<file path="src/rtl/pu_pkg.sv">
`default_nettype none

package pu_pkg;

	localparam int MAX_ELEMENTS = 10;
	localparam int CNT_W        = 4;
	localparam int RANK_W       = 22;
	localparam int DIGIT_W      = 4;
	localparam int QUO_W        = $clog2(MAX_ELEMENTS);
	localparam int K_W          = $clog2(QUO_W);

	localparam logic [CNT_W-1:0] CNT_RESET = CNT_W'(MAX_ELEMENTS);

	localparam logic [RANK_W-1:0] FACT_TABLE [MAX_ELEMENTS+1] = '{
		22'd1, 22'd1, 22'd2, 22'd6, 22'd24, 22'd120, 22'd720, 22'd5040,
		22'd40320, 22'd362880, 22'd3628800
	};

	typedef struct packed {
		logic               load;
		logic               advance;
		logic [DIGIT_W-1:0] sel;
	} cell_ctrl_t;

	typedef struct packed {
		logic           load;
		logic           step;
		logic [K_W-1:0] k;
	} div_ctrl_t;

	function automatic logic [RANK_W-1:0] fact(input logic [CNT_W-1:0] n);
		logic [RANK_W-1:0] f;
		f = '0;
		if (n <= CNT_W'(MAX_ELEMENTS)) begin
			f = FACT_TABLE[n];
		end
		return f;
	endfunction

endpackage

`default_nettype wire

</file>
<file path="src/rtl/pu_if.sv">
`default_nettype none

interface pu_in_if;
	import pu_pkg::*;

	logic              valid;
	logic              ready;
	logic [RANK_W-1:0] rank;

	modport source (output valid, output rank, input ready);
	modport sink (input valid, input rank, output ready);
endinterface

interface pu_out_if;
	import pu_pkg::*;

	logic               valid;
	logic               ready;
	logic [DIGIT_W-1:0] digit;
	logic               last;
	logic               error;

	modport source (output valid, output digit, output last, output error, input ready);
	modport sink (input valid, input digit, input last, input error, output ready);
endinterface

`default_nettype wire

</file>
<file path="src/rtl/pu_cell.sv">
`default_nettype none

module pu_cell (
	input  wire logic                       clk,
	input  wire pu_pkg::cell_ctrl_t         ctrl,
	input  wire logic [pu_pkg::DIGIT_W-1:0] idx,
	input  wire logic [pu_pkg::DIGIT_W-1:0] nbr_digit,
	output logic      [pu_pkg::DIGIT_W-1:0] digit
);
	import pu_pkg::*;

	logic [DIGIT_W-1:0] digit_q;

	// on load each cell takes its own index; a removed slot closes up: every cell at or right of it takes its neighbor
	always_ff @(posedge clk) begin
		if (ctrl.load) begin
			digit_q <= idx;
		end else if (ctrl.advance && (idx >= ctrl.sel)) begin
			digit_q <= nbr_digit;
		end
	end

	assign digit = digit_q;

endmodule

`default_nettype wire

</file>
<file path="src/rtl/pu_div.sv">
`default_nettype none

module pu_div (
	input  wire logic                      clk,
	input  wire pu_pkg::div_ctrl_t         ctrl,
	input  wire logic [pu_pkg::RANK_W-1:0] load_rem,
	input  wire logic [pu_pkg::RANK_W-1:0] divisor,
	output logic      [pu_pkg::QUO_W-1:0]  quo
);
	import pu_pkg::*;

	localparam int WIDE_W = RANK_W + QUO_W;

	logic [RANK_W-1:0] rem_q;
	logic [QUO_W-1:0]  quo_q;
	logic [WIDE_W-1:0] trial;
	logic [WIDE_W-1:0] diff;
	logic              ge;
	logic [RANK_W-1:0] rem_next;
	logic [QUO_W-1:0]  quo_base;

	// restoring division, one quotient bit per step, msb first
	always_comb begin
		trial    = WIDE_W'(divisor) << ctrl.k;
		ge       = WIDE_W'(rem_q) >= trial;
		diff     = WIDE_W'(rem_q) - trial;
		rem_next = ge ? diff[RANK_W-1:0] : rem_q;
		quo_base = (ctrl.k == K_W'(QUO_W - 1)) ? '0 : quo_q;
		quo      = quo_base | (ge ? (QUO_W'(1) << ctrl.k) : '0);
	end

	always_ff @(posedge clk) begin
		if (ctrl.load) begin
			rem_q <= load_rem;
		end else if (ctrl.step) begin
			rem_q <= rem_next;
			quo_q <= quo;
		end
	end

endmodule

`default_nettype wire

</file>
<file path="src/rtl/permutation_unrank.sv">
// channel  dir  payload                 transfer
// req      in   rank[21:0]              valid && ready
// rsp      out  digit[3:0] last error   valid && ready
// cfg      in   cfg_wdata[3:0]          cfg_we
//
// one rank at a time; req.ready is high only while no rank is in work
// each digit comes from the radix-2 divider, one quotient bit per step, so a count of n gives n results;
// a rejected rank goes to S_ERR and gives its single result once the output slot is free
// a stall on rsp holds the divider on its final quotient bit until the slot frees
// arst_n clears control and output valid; the digit cells and divider need no reset
`default_nettype none

module permutation_unrank (
	input  wire logic                      clk,
	input  wire logic                      arst_n,
	input  wire logic                      cfg_we,
	input  wire logic [pu_pkg::CNT_W-1:0]  cfg_wdata,
	pu_in_if.sink                          req,
	pu_out_if.source                       rsp
);
	import pu_pkg::*;

	typedef enum logic [1:0] {S_IDLE, S_RUN, S_ERR} state_t;

	state_t             state_q;
	logic [CNT_W-1:0]   cnt_q;
	logic [CNT_W-1:0]   pos_q;
	logic [K_W-1:0]     k_q;
	logic               out_valid_q;
	logic [DIGIT_W-1:0] digit_q;
	logic               last_q;
	logic               error_q;

	logic               accept;
	logic               bad;
	logic               slot_free;
	logic               emit_dig;
	logic               emit_err;
	logic [QUO_W-1:0]   quo;
	logic [RANK_W-1:0]  divisor;
	div_ctrl_t          div_ctrl;
	cell_ctrl_t         cell_ctrl;
	logic [DIGIT_W-1:0] cell_digit [MAX_ELEMENTS];

	assign req.ready = (state_q == S_IDLE);
	assign accept    = req.valid && req.ready;
	assign bad       = (cnt_q == '0) || (cnt_q > CNT_W'(MAX_ELEMENTS)) ||
	                   (req.rank == '0) || (req.rank > fact(cnt_q));
	assign slot_free = !out_valid_q || rsp.ready;
	assign emit_dig  = (state_q == S_RUN) && (k_q == '0) && slot_free;
	assign emit_err  = (state_q == S_ERR) && slot_free;
	assign divisor   = fact(pos_q - CNT_W'(1));

	always_comb begin
		div_ctrl.load  = accept && !bad;
		div_ctrl.step  = (state_q == S_RUN) && ((k_q != '0) || slot_free);
		div_ctrl.k     = k_q;
		cell_ctrl.load    = accept;
		cell_ctrl.advance = emit_dig;
		cell_ctrl.sel     = DIGIT_W'(quo);
	end

	pu_div u_div (
		.clk      (clk),
		.ctrl     (div_ctrl),
		.load_rem (req.rank - RANK_W'(1)),
		.divisor  (divisor),
		.quo      (quo)
	);

	for (genvar i = 0; i < MAX_ELEMENTS; i++) begin : g_cell
		logic [DIGIT_W-1:0] nbr;
		if (i == MAX_ELEMENTS - 1) begin : g_end
			assign nbr = '0;
		end else begin : g_mid
			assign nbr = cell_digit[i+1];
		end
		pu_cell u_cell (
			.clk       (clk),
			.ctrl      (cell_ctrl),
			.idx       (DIGIT_W'(i)),
			.nbr_digit (nbr),
			.digit     (cell_digit[i])
		);
	end

	always_ff @(posedge clk or negedge arst_n) begin
		if (!arst_n) begin
			cnt_q <= CNT_RESET;
		end else if (cfg_we) begin
			cnt_q <= cfg_wdata;
		end
	end

	always_ff @(posedge clk or negedge arst_n) begin
		if (!arst_n) begin
			state_q     <= S_IDLE;
			pos_q       <= '0;
			k_q         <= '0;
			out_valid_q <= 1'b0;
			digit_q     <= '0;
			last_q      <= 1'b0;
			error_q     <= 1'b0;
		end else begin
			case (state_q)
				S_IDLE: begin
					if (accept) begin
						pos_q   <= cnt_q;
						k_q     <= K_W'(QUO_W - 1);
						state_q <= bad ? S_ERR : S_RUN;
					end
				end
				S_RUN: begin
					if (k_q != '0) begin
						k_q <= k_q - K_W'(1);
					end else if (slot_free) begin
						pos_q <= pos_q - CNT_W'(1);
						k_q   <= K_W'(QUO_W - 1);
						if (pos_q == CNT_W'(1)) begin
							state_q <= S_IDLE;
						end
					end
				end
				S_ERR: begin
					if (slot_free) begin
						state_q <= S_IDLE;
					end
				end
				default: begin
					state_q <= S_IDLE;
				end
			endcase

			if (emit_dig) begin
				out_valid_q <= 1'b1;
				digit_q     <= cell_digit[quo];
				last_q      <= (pos_q == CNT_W'(1));
				error_q     <= 1'b0;
			end else if (emit_err) begin
				out_valid_q <= 1'b1;
				digit_q     <= '0;
				last_q      <= 1'b1;
				error_q     <= 1'b1;
			end else if (rsp.ready) begin
				out_valid_q <= 1'b0;
			end
		end
	end

	assign rsp.valid = out_valid_q;
	assign rsp.digit = digit_q;
	assign rsp.last  = last_q;
	assign rsp.error = error_q;

endmodule

`default_nettype wire

</file>
<file path="src/flat_wrapper.sv">
// flat-port wrapper written by rule: the top's interface ports become plain ports
module permutation_unrank_flat import pu_pkg::*;
  (clk, arst_n, cfg_we, cfg_wdata, req_valid, req_rank, req_ready, rsp_valid, rsp_digit, rsp_last, rsp_error, rsp_ready);
  pu_in_if req_i ();
  pu_out_if rsp_i ();
  input  wire logic clk;
  input  wire logic arst_n;
  input  wire logic cfg_we;
  input  wire logic [pu_pkg::CNT_W-1:0] cfg_wdata;
  input wire logic [$bits(req_i.valid)-1:0] req_valid;
  input wire logic [$bits(req_i.rank)-1:0] req_rank;
  output wire logic [$bits(req_i.ready)-1:0] req_ready;
  output wire logic [$bits(rsp_i.valid)-1:0] rsp_valid;
  output wire logic [$bits(rsp_i.digit)-1:0] rsp_digit;
  output wire logic [$bits(rsp_i.last)-1:0] rsp_last;
  output wire logic [$bits(rsp_i.error)-1:0] rsp_error;
  input wire logic [$bits(rsp_i.ready)-1:0] rsp_ready;
  assign req_i.valid = req_valid;
  assign req_i.rank = req_rank;
  assign req_ready = req_i.ready;
  assign rsp_valid = rsp_i.valid;
  assign rsp_digit = rsp_i.digit;
  assign rsp_last = rsp_i.last;
  assign rsp_error = rsp_i.error;
  assign rsp_i.ready = rsp_ready;
  permutation_unrank u_core (.clk(clk), .arst_n(arst_n), .cfg_we(cfg_we), .cfg_wdata(cfg_wdata), .req(req_i), .rsp(rsp_i));
endmodule
</file>
<file path="config.mk">
export PLATFORM = sky130hd
export DESIGN_NAME = permutation_unrank_flat
export DESIGN_NICKNAME = d
export VERILOG_FILES = /design/src/rtl/pu_pkg.sv /design/src/rtl/pu_if.sv /design/src/rtl/pu_cell.sv /design/src/rtl/pu_div.sv /design/src/rtl/permutation_unrank.sv /design/src/flat_wrapper.sv
export SDC_FILE = /design/constraint.sdc
export NUM_CORES = 1
export LEC_CHECK = 0
export ABC_AREA = 1
export BUFFER_PORTS_ARGS = -buffer_cell sky130_fd_sc_hd__buf_2
export CORE_ASPECT_RATIO = 1.5
export CORE_UTILIZATION = 55
export CTS_BUF_LIST = sky130_fd_sc_hd__clkbuf_4 sky130_fd_sc_hd__clkbuf_8 sky130_fd_sc_hd__clkbuf_16
export CTS_CLUSTER_DIAMETER = 120
export DETAILED_ROUTE_END_ITERATION = 7
export GPL_TIMING_DRIVEN = 0
export PLACE_DENSITY = 0.73
export SLEW_MARGIN = 20
export SYNTH_ARGS = -nofsm -noshare
export SYNTH_HDL_FRONTEND = slang
export SYNTH_SLANG_ARGS = --single-unit
</file>
<file path="constraint.sdc">
create_clock -name clk -period 5.9 [get_ports clk]
set_clock_uncertainty 0.2 [all_clocks]
set_input_delay 0.59 -clock clk [delete_from_list [all_inputs] [get_ports clk]]
set_output_delay 0.59 -clock clk [all_outputs]
set_load 0.05 [all_outputs]
</file>
-- Yosys cells after proc, flatten, opt, wreduce, memory -nomap -nowiden
Memory sizes are Yosys's and may differ from the RTL's.
Cells that the tools add are included.
- add/sub/neg operators: 4
- shifts and indexed selects: 2
- equal/unequal tests: 10
- bitwise operators: 5
- reductions and logical operators: 38
- multiplexer cells: 37
- order comparisons: 18
- operators with widths (operator ; count):
    22-bit two-way mux ; 9
    4-bit two-way mux ; 9
    22-bit by 26-bit >= comparator with 1-bit output ; 1
    22-bit by 2-bit << shifter with 26-bit output ; 1
    22-bit > comparator ; 1
    22-bit logical NOT ; 1
    22-bit by 1-bit subtractor with 22-bit output (second input constant) ; 1
    22-bit subtractor ; 1
    2-bit two-way mux ; 9
    4-bit binary-select mux with 4-bit select ; 1
    3-bit by 4-bit >= comparator with 1-bit output (first input constant) ; 4
    1-bit logical AND ; 16
    5-bit >= comparator (second input constant) ; 3
    4-bit inverter with 5-bit output ; 3
    2-bit nonzero test ; 5
    1-bit by 4-bit >= comparator with 1-bit output (first input constant) ; 2
    2-bit by 4-bit >= comparator with 1-bit output (first input constant) ; 2
    4-bit >= comparator (first input constant) ; 2
    4-bit <= comparator (second input constant) ; 2
    4-bit case mux with 2 select lines ; 1
    1-bit two-way mux ; 6
    2-bit inequality test (second input constant) ; 3
    2-bit case mux with 3 select lines ; 1
    1-bit logical OR ; 5
    20 further kinds ; 25
- word-level logic and storage cells: 136
- output and inout bits: 8
- input port bits: 31
- bits in registers: 81
- memory bits (read-only): 704
- memories: 2
- memories (name ; depth ; width ; read ports ; clocked after memory_dff ; write ports ; line ; text):
    (no name shown) ; 16 ; 22 ; 1 ; 0 ; 0 ; pu_pkg.sv:35 ; f = FACT_TABLE[n];
    (no name shown) ; 16 ; 22 ; 1 ; 0 ; 0 ; pu_pkg.sv:35 ;

-- Longest topological paths before layout
- depth in word-level cells: 15
- depth in mapped cells: 33
- mapped depth without buffers: 33

-- Cells and area by module
Synthesis repeated with hierarchy kept, for this count alone.
- cell total of the unflattened synthesis: 1298
- area, all modules: 8584.5 um2
- modules (own cells, without submodules) (module ; area each (um2) ; instances ; cells an instance ; seq. area each (um2)):
    pu_div ; 3124.2 ; 1 ; 519 ; 780.7
    pu_cell ; 281.5 ; 10 ; 36 ; 120.1
    permutation_unrank ; 2645.0 ; 1 ; 419 ; 478.0

-- Least setup slack after synthesis
Ideal clock, no wire load.
- kind: register to register
- start point: reg u_core.pos_q[0]
- end point: reg u_core.u_div.rem_q[0] (enable)
- cell stages (with the launch flop): 26
- setup time: 0.432 ns
- data arrival time: 4.657 ns
- slack: 0.611 ns
- clock period less this slack: 5.289 ns
- path buffers: 0
- data required time: 5.268 ns
- path through: dfrtp_1 inv_2 ha_1 or2_1 nand2_2 inv_1 o21ai_0 a21oi_1 inv_1 nand2_1 or2_2 nand2_1 o21ai_0 nor2_1 nor2_1 ha_1 nand2_2 inv_1 nand4_1 nor2_1 nor2_1 nand2_1 nand2_2 nand2_4 nand2_4 o21ai_0
- word-level cells in the longest chain between the ends: 10
- elaborated cells between the ends (all ways): 11
- those cells by class: 1 x add/sub; 2 x order compare; 1 x shift; 3 x mux; 1 x bitwise; 2 x reduce/logical; 1 x memory
- RTL lines (element ; line ; text):
    from (decl) ; permutation_unrank.sv:27 ; logic [CNT_W-1:0] pos_q;
    from (signal assigned) ; permutation_unrank.sv:108 ; pos_q <= cnt_q;
    from (signal assigned) ; permutation_unrank.sv:117 ; pos_q <= pos_q - CNT_W'(1);
    4-bit by 1-bit subtractor with 4-bit output (*) ; permutation_unrank.sv:52 ; assign divisor = fact(pos_q - CNT_W'(1));
    4-bit inverter with 5-bit output (implied by the code) ; pu_pkg.sv:35 ;
    memory 16 x 22 bit ; -- ;
    22-bit two-way mux (implied by the code) (2 in series) ; pu_pkg.sv:35 ;
    22-bit two-way mux (*) ; pu_pkg.sv:34 ; if (n <= CNT_W'(MAX_ELEMENTS)) begin
    22-bit by 2-bit << shifter with 26-bit output (*) ; pu_div.sv:24 ; trial = WIDE_W'(divisor) << ctrl.k;
    22-bit by 26-bit >= comparator with 1-bit output (*) ; pu_div.sv:25 ; ge = WIDE_W'(rem_q) >= trial;
    2-bit nonzero test (no source line) (*) ; -- ;
    2-bit AND reduction (no source line) (*) ; -- ;
    to (signal assigned) ; pu_div.sv:34 ; rem_q <= load_rem;
    to (signal assigned) ; pu_div.sv:36 ; rem_q <= rem_next;
    to (decl) ; pu_div.sv:14 ; logic [RANK_W-1:0] rem_q;
Mark *: on every way between the ends. The rest lies on a longest branch, timed or not. The select of a mux whose other input is x is not followed.
A chain may end at the register's enable or synchronous reset.

==> qor.txt <==
Die Wd - 89.9 µm
total nets after synthesis - 986
Final Hold Viols - 7
Worst Hold Class - input pin to asynchronous set/reset pin
run status - finished with violations
CTS Sinks - 78
Overall Global Routing Usage - 30.3%
Yosys cell types - 54
final instance area - 7080 µm²
Arr. time, crit path - 4980 ps
share of layout cells above drive strength 1 - 12.8%
Slowest-stage cell, CP - ha_1
wire per inst - 15.9 µm
R2R Path End - u_core.rsp.digit[3]
Post-synth top flop - dfxtp_1
CTS tree - yes
cell family with most CP delay - simple AND/OR/NAND/NOR gates
WL met3 - 582 µm
FF+latch count, synth - 78
max incr delay on CP - 410 ps
Max-slew headroom - 51.5%
H-tree depth - 3
post-synthesis instance total - 897
num ports - 39
ant diodes - 0
die area - 12,000 µm²
DR iter-0 viols - 271
drt drc - 0
Final ANT Viol Nets - 0
final wirelength - 17,400 µm
R2R Setup Slk - 950 ps
setup violators final - 0
Reg clk slew, reported paths - 60 ps
critical path launch point type - register
crit path time final - 4950 ps
Hold-fix buffers, CTS - 0
RSZ-0062 raised after global routing - no
total power divided by cell area - 656 nW/µm²
Syn Std Cell Area - 6370 µm²
share of flip-flops with an asynchronous set or reset - 24.4%
Area Overhead vs Synth - 11.0%
max_cap viols - 0
die height - 134 µm
fmax - 0.202 GHz
DR WL met2 - 9750 µm
Worst setup EP type - register
drt first pass iters - 5
Crit Path Class - register to register
Core ar. - 11,200 µm²
initial antenna violation count - 0
Post-DP Area - 6760 µm²
clock tree buffer depth - 2
# port buffers - 38
GPL Wtd Cong - 0.954
worst r2r src - u_core.pos_q[0]
Clock Tree Root - clkbuf_16
post-CTS resize count - 0
fin crit share - 83.8%
DR top layer - met4
row cnt - 47
vias post-DR - 6,028
Final #Nets - 1,035
total stage count of the critical path - 30
leakage power - 3.25 nW
Critical Path Sink - u_core.rsp.digit[3]
Slew Viols, Final - 0
initial core utilization - 57.1%
vias in the first global route - 5,869
warnings from Yosys - 0
Setup Fix Bufs, Post-CTS - 0
post-synthesis sequential area ratio - 30.1%
global-route wire length before repair - 28,300 µm
total power - 4.64 mW
worst skew pair latency - 350 ps
Peak VDD IR - 0.251 mV
hpwl dp - 14,100 µm
failing checks - hold timing
Syn Area/Cell - 7.11 µm²
Post-synth EDFFs - 26
Worst R2R Path Depth - 30
gr ovfl total - 0
Crit path required time - 5940 ps
Worst Setup SP - u_core.pos_q[0]
largest net degree at the start of global routing - 23
DRT met1 WL - 6390 µm
hold slack - -18.2 ps
CTS buffer count - 9
CP Max Fanout - 10
Worst-Margin Slew - 725 ps
CP Buf/Inv Count - 4
DR vias/cell - 5.49
per-stage QoR:
step                hold slack [ps]  util [%]  setup TNS, ps  cells  setup slack (ps)
floorplan                      94.4         -              0    897               611
global placement                259      60.4         -17620   1082              -804
detailed placement              274      60.5              0   1082               966
CTS                            7.14      63.3              0   1098               949
global route                   25.5      63.3              0   1098               583
finish                        -18.2      63.3              0   1098               955
placed cells by master, fill, tap and decap left out, types with 3 or more instances in the layout:
cell / instances
a21o_1: 3
a21oi_1: 41
a31oi_1: 5
buf_2: 43
clkbuf_1: 8
clkbuf_16: 10
dfrtp_1: 17
dfxtp_1: 33
edfxtp_1: 26
ha_1: 57
inv_1: 73
inv_2: 13
inv_4: 3
inv_6: 3
nand2_1: 223
nand2_2: 13
nand2_4: 6
nand3_1: 73
nand4_1: 6
nor2_1: 104
nor2_2: 4
nor2_4: 4
nor3_1: 10
nor3_2: 3
nor4_1: 3
o211ai_1: 6
o21ai_0: 80
o21ai_1: 7
o21bai_1: 3
or2_2: 4
xnor2_1: 22
xor2_1: 15
logic make-up after synthesis:
group,Yosys count,synth area share [%]
compound gates,158,14.0
xor+xnor,37,5.08
fa+ha+maj,58,11.5
buf+inv,106,6.79
flops,78,30.1
simple gates,460,32.5
Yosys cell counts (8+ instances only):
cell type  instances  area [µm²]
edfxtp_1          26         781
nand2_2           13        81.3
nor3_1            10        50.1
clkbuf_1           8        30.0
nand3_1           73         365
ha_1              57         713
nor2_1           104         390
inv_2             13        48.8
a21oi_1           41         205
nand2_1          223         837
o21ai_0           81         405
xnor2_1           22         193
dfrtp_1           17         425
inv_1             73         274
xor2_1            15         131
dfxtp_1           33         661
where the power goes:
group          total (mW)  leakage (nW)  switching (mW)  internal [mW]
sequential          0.844         0.732          0.0454          0.799
combinational        3.20          2.36            2.05           1.15
clock               0.602         0.160           0.240          0.362
total                4.64          3.25            2.34           2.31
layer usage:
metal / track usage, % / vias up
li1: - / 3090
met1: 30.4 / 2775
met2: 60.7 / 124
met3: 3.63 / 39
met4: 15.2 / 0
met5: 0 / -
registers in the layout (all words and copies together), names as in the netlist:
register and count:
u_core.u_div.quo_q 4, u_core.cnt_q 4, u_core.rsp.digit 4, u_core.pos_q 4, u_core.rsp.error 1, u_core.g_cell.u_cell.digit 33
u_core.u_div.rem_q 22, u_core.k_q 2, u_core.rsp.last 1, u_core.state_q 2, u_core.rsp.valid 1
how the worst min path moves through the flow:
stage / from / end / slack (ps) / depth (start not counted)
finish: arst_n / u_core.cnt_q[2] / -20 / 1
global route: arst_n / u_core.cnt_q[2] / 30 / 1
CTS: arst_n / u_core.cnt_q[2] / 7 / 1
detailed placement: u_core.g_cell[9].u_cell.digit[0] / u_core.g_cell[9].u_cell.digit[0] / 270 / 2
global placement: u_core.g_cell[7].u_cell.digit[2] / u_core.g_cell[7].u_cell.digit[2] / 260 / 2
floorplan: arst_n / u_core.cnt_q[0] / 90 / 0
area by class of cell:
type / count / area (µm²)
inverter: 90 / 345
buffer: 16 / 87.6
multi-input combinational: 713 / 4030
fill: 1090 / 4100
clock buffer: 11 / 258
sequential: 78 / 1920
tap: 147 / 184
timing repair buffer: 38 / 190
clock inverter: 5 / 60.1
Power figures use the tool's default switching activity.
